`src/rtl/hsv_to_rgb_pixel_defines.svh`:
```
// Assertion macros shared by the HSV to RGB pixel converter
`ifndef HSV_TO_RGB_PIXEL_DEFINES_SVH
`define HSV_TO_RGB_PIXEL_DEFINES_SVH

// Same-cycle implication, checked on every rising edge outside reset
`define HSVRGB_ASSERT_IMPL(lbl, ante, cons) \
  lbl: assert property (@(posedge clk_i) disable iff (!rst_ni) (ante) |-> (cons)) \
    else $error("hsvrgb check failed");

// Next-cycle implication, checked on every rising edge outside reset
`define HSVRGB_ASSERT_NEXT(lbl, ante, cons) \
  lbl: assert property (@(posedge clk_i) disable iff (!rst_ni) (ante) |=> (cons)) \
    else $error("hsvrgb check failed");

`endif

```
`src/rtl/hsvrgb_pkg.sv`:
```
// Shared constants, types and pipeline bundle for the HSV to RGB converter
package hsvrgb_pkg;

  localparam int HUE_BITS     = 16;
  localparam int CHANNEL_BITS = 8;

  localparam int HUE_W   = HUE_BITS + 1;
  localparam int PROD_W  = CHANNEL_BITS + HUE_BITS;
  localparam int NUM_W   = 2 * CHANNEL_BITS + HUE_BITS;
  localparam int QUO_W   = 2 * CHANNEL_BITS;
  localparam int LATENCY = 5;

  localparam logic [CHANNEL_BITS-1:0] CMAX      = '1;
  localparam logic [HUE_BITS:0]       HUE_ONE   = {1'b1, {HUE_BITS{1'b0}}};
  localparam logic [PROD_W-1:0]       DEN       = {CMAX, {HUE_BITS{1'b0}}};
  localparam logic [NUM_W-1:0]        DEN_HALF  =
    {{(CHANNEL_BITS + 1){1'b0}}, CMAX, {(HUE_BITS - 1){1'b0}}};
  localparam logic [QUO_W-1:0]        CMAX_HALF =
    {{(CHANNEL_BITS + 1){1'b0}}, CMAX[CHANNEL_BITS-1:1]};

  // floor(x / CMAX) via a truncated reciprocal; estimate is low by at most one
  localparam int RECIP_SH = QUO_W + CHANNEL_BITS + 1;
  localparam int RECIP_W  = RECIP_SH - CHANNEL_BITS + 1;
  localparam logic [RECIP_W-1:0] RECIP =
    RECIP_W'((64'd1 << RECIP_SH) / ((64'd1 << CHANNEL_BITS) - 64'd1));

  typedef enum logic [2:0] {
    SEC_R_Y = 3'd0,
    SEC_Y_G = 3'd1,
    SEC_G_C = 3'd2,
    SEC_C_B = 3'd3,
    SEC_B_M = 3'd4,
    SEC_M_R = 3'd5
  } sector_e;

  typedef struct packed {
    logic                    vld;
    logic                    blk;
    sector_e                 sec;
    logic [HUE_BITS-1:0]     frac;
    logic [CHANNEL_BITS-1:0] sat;
    logic [CHANNEL_BITS-1:0] val;
    logic [CHANNEL_BITS-1:0] alpha;
  } pix_t;

endpackage

```
`src/rtl/hsvrgb_sector.sv`:
```
// First stage: hue range check, hue times six into sector and fraction
module hsvrgb_sector import hsvrgb_pkg::*; (
  input  logic                    clk_i,
  input  logic                    rst_ni,
  input  logic                    accept_i,
  input  logic [HUE_W-1:0]        hue_i,
  input  logic [CHANNEL_BITS-1:0] saturation_i,
  input  logic [CHANNEL_BITS-1:0] brightness_i,
  input  logic [CHANNEL_BITS-1:0] alpha_in_i,
  output pix_t                    pix_o
);

  logic [HUE_BITS+2:0] h6;
  pix_t                pix_d;
  pix_t                pix_q;
  logic                vld_q;

  // A full turn has zero low bits, so it lands on sector zero by itself
  always_comb begin
    h6         = {1'b0, hue_i[HUE_BITS-1:0], 2'b00} + {2'b00, hue_i[HUE_BITS-1:0], 1'b0};
    pix_d.vld  = accept_i;
    pix_d.blk  = hue_i[HUE_BITS] & (|hue_i[HUE_BITS-1:0]);
    pix_d.sec  = sector_e'(h6[HUE_BITS+2:HUE_BITS]);
    pix_d.frac = h6[HUE_BITS-1:0];
    pix_d.sat  = saturation_i;
    pix_d.val  = brightness_i;
    pix_d.alpha = alpha_in_i;
  end

  always_ff @(posedge clk_i or negedge rst_ni) begin
    if (!rst_ni) begin
      vld_q <= 1'b0;
    end else begin
      vld_q <= pix_d.vld;
    end
  end

  always_ff @(posedge clk_i) begin
    pix_q <= pix_d;
  end

  always_comb begin
    pix_o     = pix_q;
    pix_o.vld = vld_q;
  end

endmodule

```
`src/rtl/hsvrgb_div.sv`:
```
// Rescale back to channel range: floor(x / CMAX) via reciprocal and fixup
module hsvrgb_div import hsvrgb_pkg::*; (
  input  logic                    clk_i,
  input  logic [QUO_W-1:0]        x_i,
  output logic [CHANNEL_BITS-1:0] quot_o
);

  localparam int MUL_W = QUO_W + RECIP_W;

  logic [MUL_W-1:0]        prod;
  logic [CHANNEL_BITS-1:0] est_d;
  logic [CHANNEL_BITS-1:0] est_q;
  logic [QUO_W-1:0]        x_q;
  logic [QUO_W-1:0]        est_mul;
  logic [QUO_W-1:0]        rem;

  always_comb begin
    prod  = MUL_W'(x_i) * MUL_W'(RECIP);
    est_d = prod[RECIP_SH +: CHANNEL_BITS];
  end

  always_ff @(posedge clk_i) begin
    est_q <= est_d;
    x_q   <= x_i;
  end

  // est * CMAX is a shift and subtract; bump the estimate when a full CMAX is left
  always_comb begin
    est_mul = {est_q, {CHANNEL_BITS{1'b0}}} - QUO_W'(est_q);
    rem     = x_q - est_mul;
    quot_o  = est_q + CHANNEL_BITS'(rem >= QUO_W'(CMAX));
  end

endmodule

```
`src/rtl/hsv_to_rgb_pixel.sv`:
```
// Top level: five-stage HSV to RGB pixel pipeline
//
//  Channel  | Ports                                             | Transfer
//  ---------+---------------------------------------------------+-------------------------
//  input    | start, busy, hue_i, saturation_i, brightness_i,   | start high, busy low
//           | alpha_in_i                                        |
//  result   | done_o, red_o, green_o, blue_o, alpha_out_o       | done_o high, one cycle
//
// One pixel enters per clock; busy stays low, so the input never waits.
// Each result reaches done_o through the registered chain hue*6, S*f,
// V*(1-S*f), reciprocal multiply, fixup and channel select.
// Reset clears only the valid bits; pixels in flight are dropped.
// The receiver takes every result, so no stage ever holds.
module hsv_to_rgb_pixel import hsvrgb_pkg::*; (
  input  logic                    clk_i,
  input  logic                    rst_ni,
  input  logic                    start,
  output logic                    busy,
  input  logic [HUE_W-1:0]        hue_i,
  input  logic [CHANNEL_BITS-1:0] saturation_i,
  input  logic [CHANNEL_BITS-1:0] brightness_i,
  input  logic [CHANNEL_BITS-1:0] alpha_in_i,
  output logic                    done_o,
  output logic [CHANNEL_BITS-1:0] red_o,
  output logic [CHANNEL_BITS-1:0] green_o,
  output logic [CHANNEL_BITS-1:0] blue_o,
  output logic [CHANNEL_BITS-1:0] alpha_out_o
);

`include "hsv_to_rgb_pixel_defines.svh"

  pix_t pix1;
  pix_t pix2_d, pix2_q;
  pix_t pix3_q, pix4_q;
  logic vld2_q, vld3_q, vld4_q, done_q;

  logic [PROD_W-1:0]       sf_d, sf_q, sfi_d, sfi_q;
  logic [PROD_W:0]         sfi_full;
  logic [HUE_BITS:0]       inv_frac;
  logic [QUO_W-1:0]        np;
  logic [QUO_W-1:0]        xp2_d, xp2_q, xp3_q;
  logic [NUM_W-1:0]        mq, mt;
  logic [QUO_W-1:0]        xq_d, xq_q, xt_d, xt_q;
  logic [CHANNEL_BITS-1:0] p4, q4, t4;
  logic [CHANNEL_BITS-1:0] red_d, green_d, blue_d;
  logic [CHANNEL_BITS-1:0] red_q, green_q, blue_q, alpha_q;

  logic                    hue_over;
  logic                    rgb_black;
  logic [CHANNEL_BITS-1:0] rg_max, rgb_max;

  assign busy = 1'b0;

  hsvrgb_sector u_sector (
    .clk_i        (clk_i),
    .rst_ni       (rst_ni),
    .accept_i     (start & ~busy),
    .hue_i        (hue_i),
    .saturation_i (saturation_i),
    .brightness_i (brightness_i),
    .alpha_in_i   (alpha_in_i),
    .pix_o        (pix1)
  );

  // Stage 2: S*f, S*(1-f) and the rounded numerator of P
  always_comb begin
    pix2_d   = pix1;
    inv_frac = HUE_ONE - {1'b0, pix1.frac};
    sf_d     = PROD_W'(pix1.sat) * PROD_W'(pix1.frac);
    sfi_full = (PROD_W + 1)'(pix1.sat) * (PROD_W + 1)'(inv_frac);
    sfi_d    = sfi_full[PROD_W-1:0];
    np       = {{CHANNEL_BITS{1'b0}}, pix1.val} * {{CHANNEL_BITS{1'b0}}, CMAX - pix1.sat};
    xp2_d    = np + CMAX_HALF;
  end

  // Stage 3: V*(den - S*f) and V*(den - S*(1-f)), each plus half of den, drop the hue fraction bits
  always_comb begin
    mq   = NUM_W'(pix2_q.val) * NUM_W'(DEN - sf_q) + DEN_HALF;
    mt   = NUM_W'(pix2_q.val) * NUM_W'(DEN - sfi_q) + DEN_HALF;
    xq_d = mq[NUM_W-1:HUE_BITS];
    xt_d = mt[NUM_W-1:HUE_BITS];
  end

  always_ff @(posedge clk_i or negedge rst_ni) begin
    if (!rst_ni) begin
      vld2_q <= 1'b0;
      vld3_q <= 1'b0;
      vld4_q <= 1'b0;
      done_q <= 1'b0;
    end else begin
      vld2_q <= pix1.vld;
      vld3_q <= vld2_q;
      vld4_q <= vld3_q;
      done_q <= vld4_q;
    end
  end

  always_ff @(posedge clk_i) begin
    pix2_q  <= pix2_d;
    sf_q    <= sf_d;
    sfi_q   <= sfi_d;
    xp2_q   <= xp2_d;
    pix3_q  <= pix2_q;
    xq_q    <= xq_d;
    xt_q    <= xt_d;
    xp3_q   <= xp2_q;
    pix4_q  <= pix3_q;
    red_q   <= red_d;
    green_q <= green_d;
    blue_q  <= blue_d;
    alpha_q <= pix4_q.alpha;
  end

  // Stage 4: rescale P, Q and T to the channel range
  hsvrgb_div u_div_p (.clk_i(clk_i), .x_i(xp3_q), .quot_o(p4));
  hsvrgb_div u_div_q (.clk_i(clk_i), .x_i(xq_q),  .quot_o(q4));
  hsvrgb_div u_div_t (.clk_i(clk_i), .x_i(xt_q),  .quot_o(t4));

  // Stage 5: channel order by sector; out-of-range hue gives black
  always_comb begin
    unique case (pix4_q.sec)
      SEC_R_Y: begin red_d = pix4_q.val; green_d = t4;         blue_d = p4;         end
      SEC_Y_G: begin red_d = q4;         green_d = pix4_q.val; blue_d = p4;         end
      SEC_G_C: begin red_d = p4;         green_d = pix4_q.val; blue_d = t4;         end
      SEC_C_B: begin red_d = p4;         green_d = q4;         blue_d = pix4_q.val; end
      SEC_B_M: begin red_d = t4;         green_d = p4;         blue_d = pix4_q.val; end
      default: begin red_d = pix4_q.val; green_d = p4;         blue_d = q4;         end
    endcase
    if (pix4_q.blk) begin
      red_d   = '0;
      green_d = '0;
      blue_d  = '0;
    end
  end

  assign done_o      = done_q;
  assign red_o       = red_q;
  assign green_o     = green_q;
  assign blue_o      = blue_q;
  assign alpha_out_o = alpha_q;

  assign hue_over  = hue_i[HUE_BITS] & (|hue_i[HUE_BITS-1:0]);
  assign rgb_black = (red_o == '0) && (green_o == '0) && (blue_o == '0);
  assign rg_max    = (red_o > green_o) ? red_o : green_o;
  assign rgb_max   = (rg_max > blue_o) ? rg_max : blue_o;

  `HSVRGB_ASSERT_IMPL(a_done_has_start, done_o, $past(start & ~busy, LATENCY))
  `HSVRGB_ASSERT_IMPL(a_alpha_kept, done_o, alpha_out_o == $past(alpha_in_i, LATENCY))
  `HSVRGB_ASSERT_IMPL(a_black_hue, done_o && $past(hue_over, LATENCY), rgb_black)
  `HSVRGB_ASSERT_IMPL(a_max_is_value, done_o, rgb_black || rgb_max == $past(brightness_i, LATENCY))
  `HSVRGB_ASSERT_NEXT(a_no_stall, start, !busy)

endmodule
```
`config.mk`:
```
export PLATFORM = sky130hd
export DESIGN_NAME = hsv_to_rgb_pixel
export DESIGN_NICKNAME = d
export VERILOG_FILES = /design/src/rtl/hsvrgb_pkg.sv /design/src/rtl/hsvrgb_sector.sv /design/src/rtl/hsvrgb_div.sv /design/src/rtl/hsv_to_rgb_pixel.sv
export VERILOG_INCLUDE_DIRS = /design/src /design/src/rtl
export SDC_FILE = /design/constraint.sdc
export NUM_CORES = 2
export LEC_CHECK = 0
export BUFFER_PORTS_ARGS = -buffer_cell sky130_fd_sc_hd__clkbuf_2
export CELL_PAD_IN_SITES_DETAIL_PLACEMENT = 1
export CELL_PAD_IN_SITES_GLOBAL_PLACEMENT = 2
export CORE_MARGIN = 10
export CORE_UTILIZATION = 35
export DETAILED_ROUTE_END_ITERATION = 8
export GPL_ROUTABILITY_DRIVEN = 0
export MAX_ROUTING_LAYER = met4
export PLACE_DENSITY_LB_ADDON = 0.1
export SLEW_MARGIN = 15
export SYNTH_ARGS = -nofsm -noshare
export SYNTH_HDL_FRONTEND = slang
export SYNTH_HIERARCHICAL = 1
export SYNTH_SLANG_ARGS = --single-unit
export TNS_END_PERCENT = 30
```
`constraint.sdc`:
```
create_clock -name clk_i -period 14.8 [get_ports clk_i]
set_input_delay 2.96 -clock clk_i [delete_from_list [all_inputs] [get_ports clk_i]]
set_output_delay 2.96 -clock clk_i [all_outputs]
set_load 0.05 [all_outputs]
```
Word-level counts from Yosys, hierarchy flattened
Cells that the tools add are included.
{"block": "totals", "output_inout_bits": 34, "in_bits": 44, "regBits": 325, "word_cells": 81}
{"block": "classes", "order_cmp": 3, "n_bitwise": 1, "mul": 8, "reduce_logical": 6, "n_addsub": 17, "mux": 3, "eq_ne": 4}
{"op": "16-bit by 17-bit multiplier with 32-bit output (second input constant)", "count": 3}
{"op": "8-bit case mux with 3 select lines", "count": 3}
{"op": "32-bit by 23-bit adder with 32-bit output (second input constant)", "count": 2}
{"op": "9-bit by 25-bit multiplier with 32-bit output", "count": 2}
{"op": "24-bit by 24-bit subtractor with 25-bit output (first input constant)", "count": 2}
{"op": "16-bit by 8-bit >= comparator with 1-bit output (second input constant)", "count": 3}
{"op": "16-bit subtractor", "count": 3}
{"op": "16-bit by 8-bit subtractor with 16-bit output", "count": 3}
{"op": "8-bit by 1-bit adder with 8-bit output", "count": 3}
{"op": "8-bit by 16-bit multiplier with 24-bit output", "count": 1}
{"op": "8-bit by 17-bit multiplier with 24-bit output", "count": 1}
{"op": "18-bit by 17-bit adder with 19-bit output", "count": 1}
{"op": "17-bit by 16-bit subtractor with 17-bit output (first input constant)", "count": 1}
{"op": "16-bit by 7-bit adder with 16-bit output (second input constant)", "count": 1}
{"op": "8-bit by 8-bit multiplier with 16-bit output", "count": 1}
{"op": "16-bit OR reduction", "count": 1}
{"op": "2-bit OR reduction", "count": 4}
{"op": "8-bit subtractor (first input constant)", "count": 1}
{"op": "3-bit by 2-bit == test with 1-bit output (second input constant)", "count": 2}
{"op": "3-bit by 1-bit == test with 1-bit output (second input constant)", "count": 1}
{"op": "3-bit == test (second input constant)", "count": 1}
{"op": "3-bit zero test", "count": 1}
{"op": "1-bit AND", "count": 1}

Logic depth before layout (Yosys ltp)
{"block": "logic_depth", "word_depth": 5, "mapped_depth": 27, "ltp_nobuf": 27}

Cells and area by module
Netlist, hierarchy kept.
{"mod": "hsv_to_rgb_pixel", "cells_each": 3077, "n_inst": 1, "area_each_um2": 28622.5, "seq_area_each_um2": 4164.0}
{"mod": "hsvrgb_div", "cells_each": 286, "n_inst": 3, "area_each_um2": 2497.4, "seq_area_each_um2": 480.5}
{"mod": "hsvrgb_sector", "cells_each": 153, "n_inst": 1, "area_each_um2": 1785.5, "seq_area_each_um2": 885.8}

Least setup slack after synthesis
No wires, ideal clock.
{"block": "synth_path", "kind": "reg-to-reg", "startpoint": "reg sf_q[3]", "endpoint": "reg xq_q[15]", "n_path_buf": 2, "path_stages_with_launch": 27, "arrival_ns": 7.058, "t_required_ns": 14.738, "period_less_slack_ns": 7.120, "path_slack_ns": 7.680, "setup_time_ns": 0.062, "cell_sequence": "dfxtp_1 > nor2_1 > nand3_1 > or3_1 > clkbuf_1 > or3_1 > clkbuf_1 > nor2_1 > nor2b_1 > xnor2_1 > nand2_1 > fa_1 > inv_1 > fa_1 > fa_1 > fa_1 > inv_1 > fa_1 > inv_1 > ha_1 > a21o_1 > a2111oi_0 > nor2_1 > a21oi_1 > a2111oi_0 > or3_1 > nand3_1"}
{"block": "synth_via", "elab_chain_cells": 3}
{"item": "start, declared", "line": "hsv_to_rgb_pixel.sv:37", "text": "logic [PROD_W-1:0] sf_d, sf_q, sfi_d, sfi_q;"}
{"item": "start signal, assigned", "line": "hsv_to_rgb_pixel.sv:100", "text": "sf_q <= sf_d;"}
{"item": "24-bit by 24-bit subtractor with 25-bit output", "line": "hsv_to_rgb_pixel.sv:78", "text": "mq = NUM_W'(pix2_q.val) * NUM_W'(DEN - sf_q) + DEN_HALF;"}
{"item": "9-bit by 25-bit multiplier with 32-bit output", "line": "hsv_to_rgb_pixel.sv:78"}
{"item": "32-bit by 23-bit adder with 32-bit output", "line": "hsv_to_rgb_pixel.sv:78"}
{"item": "net mq[31]", "line": "hsv_to_rgb_pixel.sv:42", "text": "logic [NUM_W-1:0] mq, mt;"}
{"item": "end signal, assigned", "line": "hsv_to_rgb_pixel.sv:104", "text": "xq_q <= xq_d;"}
{"item": "end, declared", "line": "hsv_to_rgb_pixel.sv:43", "text": "logic [QUO_W-1:0] xq_d, xq_q, xt_d, xt_q;"}
The timed path passes the listed nets, and every way through them passes these cells.
A chain may end at the register's enable or synchronous reset.

Final worst setup path
{"block": "layout_path", "startpoint": "reg sf_q[2]", "endpoint": "reg xq_q[15]"}
Same word-level chain as after synthesis.

==> flow_results.xml <==
<?xml version="1.0" encoding="UTF-8"?>
<metrics>
  <group name="die">
    <metric name="die_w" unit="um">349.1</metric>
    <metric name="num_io_pins" unit="">78</metric>
    <metric name="die_area" unit="mm^2">0.1219</metric>
    <metric name="floorplan.core_area" unit="mm^2">0.1074</metric>
    <metric name="placementRows" unit="">120</metric>
    <metric name="die_y" unit="um">349.1</metric>
    <metric name="initial_utilization" unit="%">35.30</metric>
  </group>
  <group name="route">
    <metric name="avgViaCountPerCell" unit="">4.823</metric>
    <metric name="drt_pass1_iterations" unit="">5</metric>
    <metric name="num_vias" unit="">26769</metric>
    <metric name="drt-initial-drc-count" unit="">943</metric>
    <metric name="final_antenna_net_count" unit="">0</metric>
    <metric name="route.final.wire_length" unit="um">98890</metric>
    <metric name="route.detailed.wl_per_inst" unit="um">17.82</metric>
    <metric name="detail_route.drc_violations" unit="">0</metric>
  </group>
  <group name="final_layout">
    <metric name="layout.area.seq" unit="mm^2">0.006501</metric>
    <metric name="fillCellCount" unit="">12289</metric>
    <metric name="drive_above_1_share" unit="%">5.186</metric>
    <metric name="flow.area_growth_from_synthesis" unit="%">9.009</metric>
    <metric name="layout.cells.most_common" unit="">sky130_fd_sc_hd__inv_1</metric>
    <metric name="multi_input_area" unit="mm^2">0.02838</metric>
    <metric name="mostFrequentLayoutCells" unit="">sky130_fd_sc_hd__inv_1 (675), sky130_fd_sc_hd__fa_1 (532), sky130_fd_sc_hd__ha_1 (492)</metric>
    <metric name="finalNetCount" unit="">5180</metric>
  </group>
  <group name="global_routing">
    <metric name="grt_max_degree" unit="">51</metric>
    <metric name="grt_antenna_before_repair" unit="">4</metric>
    <metric name="globalRouteOverflowTotal" unit="">0</metric>
    <metric name="routing_usage_on_met3" unit="%">1.850</metric>
    <metric name="globalRouteTotalUtil" unit="%">17.01</metric>
    <metric name="grt_pass1_vias" unit="">29591</metric>
    <metric name="groute.layer.met1.usage" unit="%">23.08</metric>
    <metric name="grt_most_used_layer" unit="">met2</metric>
    <metric name="grt_pass1_wl" unit="um">162900</metric>
    <metric name="grt_util_met2" unit="%">27.53</metric>
  </group>
  <group name="synth">
    <metric name="ys_seq_elements" unit="">323</metric>
    <metric name="synth_warnings" unit="">6</metric>
    <metric name="synthesis.area" unit="mm^2">0.03790</metric>
    <metric name="yosysSeqAreaShare" unit="%">17.13</metric>
    <metric name="synth.distinct_cells" unit="">75</metric>
    <metric name="postSynth.topFlopCell" unit="">sky130_fd_sc_hd__dfxtp_1</metric>
    <metric name="syn_inst" unit="">4088</metric>
    <metric name="syn_area_per_cell" unit="um^2">9.271</metric>
    <metric name="synth_edf_count" unit="">0</metric>
    <metric name="synth_fp_nets" unit="">5156</metric>
    <metric name="asyncSetResetFlopFracSynth" unit="%">1.548</metric>
  </group>
  <group name="clock_network">
    <metric name="cts_tree" unit="">built</metric>
    <metric name="cts_made_buffers" unit="">43</metric>
    <metric name="clock_sinks" unit="">323</metric>
    <metric name="postCtsResizedCells" unit="">0</metric>
    <metric name="ctsLongestPathBuffers" unit="">3</metric>
    <metric name="clkTransAtPathRegs" unit="ns">0.06</metric>
    <metric name="post_cts.repair.setup_buffers" unit="">0</metric>
    <metric name="clk-insertion-delay-late" unit="ns">0.61</metric>
    <metric name="clock-root-buffer" unit="">sky130_fd_sc_hd__clkbuf_16</metric>
    <metric name="cts_max_level" unit="">2</metric>
    <metric name="cts-hold-fix-buffers" unit="">0</metric>
  </group>
  <group name="sta">
    <metric name="final-setup-viol-count" unit="">0</metric>
    <metric name="timing.slew.headroom" unit="%">25.76</metric>
    <metric name="worst_slew_pin_slew" unit="ns">1.086</metric>
    <metric name="post_route_setup_tns" unit="ns">0</metric>
    <metric name="timing.clock.skew" unit="ns">0.02529</metric>
    <metric name="finalHoldViolations" unit="">0</metric>
    <metric name="layout_worst_path_cycle_share" unit="%">54.36</metric>
    <metric name="clock.fmax" unit="MHz">124.3</metric>
    <metric name="period_needed" unit="ns">8.045</metric>
    <metric name="slew_viol_final" unit="">0</metric>
    <metric name="unrepaired_setup_endpoints_after_global_routing" unit="">no</metric>
  </group>
  <group name="setup_path">
    <metric name="cp_slowest_stage_delay" unit="ns">0.54</metric>
    <metric name="timing.setup.critical_path_class" unit="">reg2reg</metric>
    <metric name="worst-endpoint-required" unit="ns">15.33</metric>
    <metric name="worst_path_max_delay_cell" unit="">sky130_fd_sc_hd__fa_1</metric>
    <metric name="critPathLaunchType" unit="">flop</metric>
    <metric name="worst-path-max-fanout" unit="">9</metric>
    <metric name="timing.critical_path.from" unit="">sf_q[2]$_DFF_P_</metric>
    <metric name="timing.critical_path.arrival" unit="ns">8.57</metric>
    <metric name="r2r_cells" unit="">25</metric>
    <metric name="rr_startpoint" unit="">sf_q[2]$_DFF_P_</metric>
    <metric name="capturing_element_type_of_the_critical_path" unit="">flop</metric>
    <metric name="critPathMostFrequentCell" unit="">sky130_fd_sc_hd__fa_1</metric>
  </group>
  <group name="place">
    <metric name="detailed_placement_hpwl" unit="um">79370</metric>
    <metric name="placement.io_buffers" unit="">76</metric>
  </group>
  <group name="worst_hold_path">
    <metric name="hp-start" unit="">xp2_q[5]$_DFF_P_</metric>
    <metric name="min_path_cells" unit="">0</metric>
    <metric name="path_class_of_the_lowest_slack_min_delay_path" unit="">reg2reg</metric>
  </group>
  <group name="flow_run">
    <metric name="count_of_max_cap_constraint_violations" unit="">0</metric>
  </group>
  <group name="outcome">
    <metric name="status" unit="">completed</metric>
  </group>
</metrics>
## logic make-up after synthesis
kind of cell | count (synthesis) | synth area share [%]
AOI/OAI and AO/OA | 445 | 7.983
muxes | 29 | 0.7659
other | 2 | 0.01982
xor gates and xnor gates | 223 | 5.203
and+or+nand+nor | 1239 | 16.57
DFF | 323 | 17.13
buffers and inverters | 803 | 7.986
adders and majority gates | 1024 | 44.34
## synthesized netlist by cell type (all sizes together), types with 53 or more instances
| cell type | instances | area (um^2) |
|---|---|---|
| o21ai | 72 | 367.9 |
| nor3 | 60 | 300.3 |
| clkbuf | 115 | 431.7 |
| nor2b | 54 | 337.8 |
| nand2 | 425 | 1598 |
| ha | 492 | 6156 |
| xnor2 | 163 | 1446 |
| fa | 532 | 10650 |
| xor2 | 60 | 525.5 |
| a21oi | 124 | 620.6 |
| a21o | 53 | 397.9 |
| dfxtp | 318 | 6366 |
| nand2b | 68 | 425.4 |
| inv | 681 | 2556 |
| and2 | 306 | 1914 |
| nor2 | 157 | 589.3 |
## metal layers
layer | routed length [um] | part of all wire, % | up-vias
met5 | 0 | 0 | -
met3 | 2266 | 2.3 | 73
li1 | - | - | 13094
met2 | 45570 | 46 | 199
met1 | 49600 | 50 | 13403
met4 | 1461 | 1.5 | 0
## through the flow
stage / worst slack, ns / hold slack (ns) / utilization, % / cells / area (um^2)
after detailed placement: 6.668 / 0.3132 / 37.04 / 5470 / 39760
after floorplan: 7.680 / 0.3096 / - / 4088 / 37900
after global placement: 6.894 / 0.3104 / 37.04 / 5470 / 39760
after global routing: 6.180 / 0.3311 / 38.48 / 5549 / 41310
after CTS: 6.639 / 0.3224 / 38.48 / 5549 / 41310
final: 6.755 / 0.3240 / 38.48 / 5550 / 41310
## layout make-up
cell class / instances / area share, %
Multi-Input combinational cell: 2962 / 68.70
Sequential cell: 323 / 15.74
Inverter: 681 / 6.187
Tap cell: 1403 / 4.249
Clock buffer: 51 / 2.847
Timing Repair Buffer: 101 / 1.375
Clock inverter: 28 / 0.9025
Antenna cell: 1 / 0.006057
## final timing paths
kind / endpoint / slack [ns]
max in group asynchronous: vld2_q$_DFF_PN0_ / 12.50
max: xq_q[15]$_DFF_P_ / 6.75
min: xp3_q[5]$_DFF_P_ / 0.32
max reg2reg: xq_q[15]$_DFF_P_ / 6.75
min in group asynchronous: vld4_q$_DFF_PN0_ / 2.17
min reg2reg: xp3_q[5]$_DFF_P_ / 0.32
## flip-flops by register name (all words and copies together), names as in the netlist, 16 cells and up
name and cells:
u_sector/pix_o 43, sfi_q 24, sf_q 23, pix2_q 20
pix3_q 20, pix4_q 20, u_div_p/x_q 16, u_div_q/x_q 16
u_div_t/x_q 16, xp2_q 16, xp3_q 16, xq_q 16
xt_q 16
## worst max-delay path: cells and delay by family (launching register included)
kind	cells	cell delay, ns
compound gates	4	1.43
flops	1	0.33
simple gates	10	2.51
xor+xnor	1	0.50
fa+ha+maj	6	2.85
buf+inv	4	0.36
Power is not shown: default switching activity piles up to over one toggle a cycle in this logic, so the estimate is an artifact.
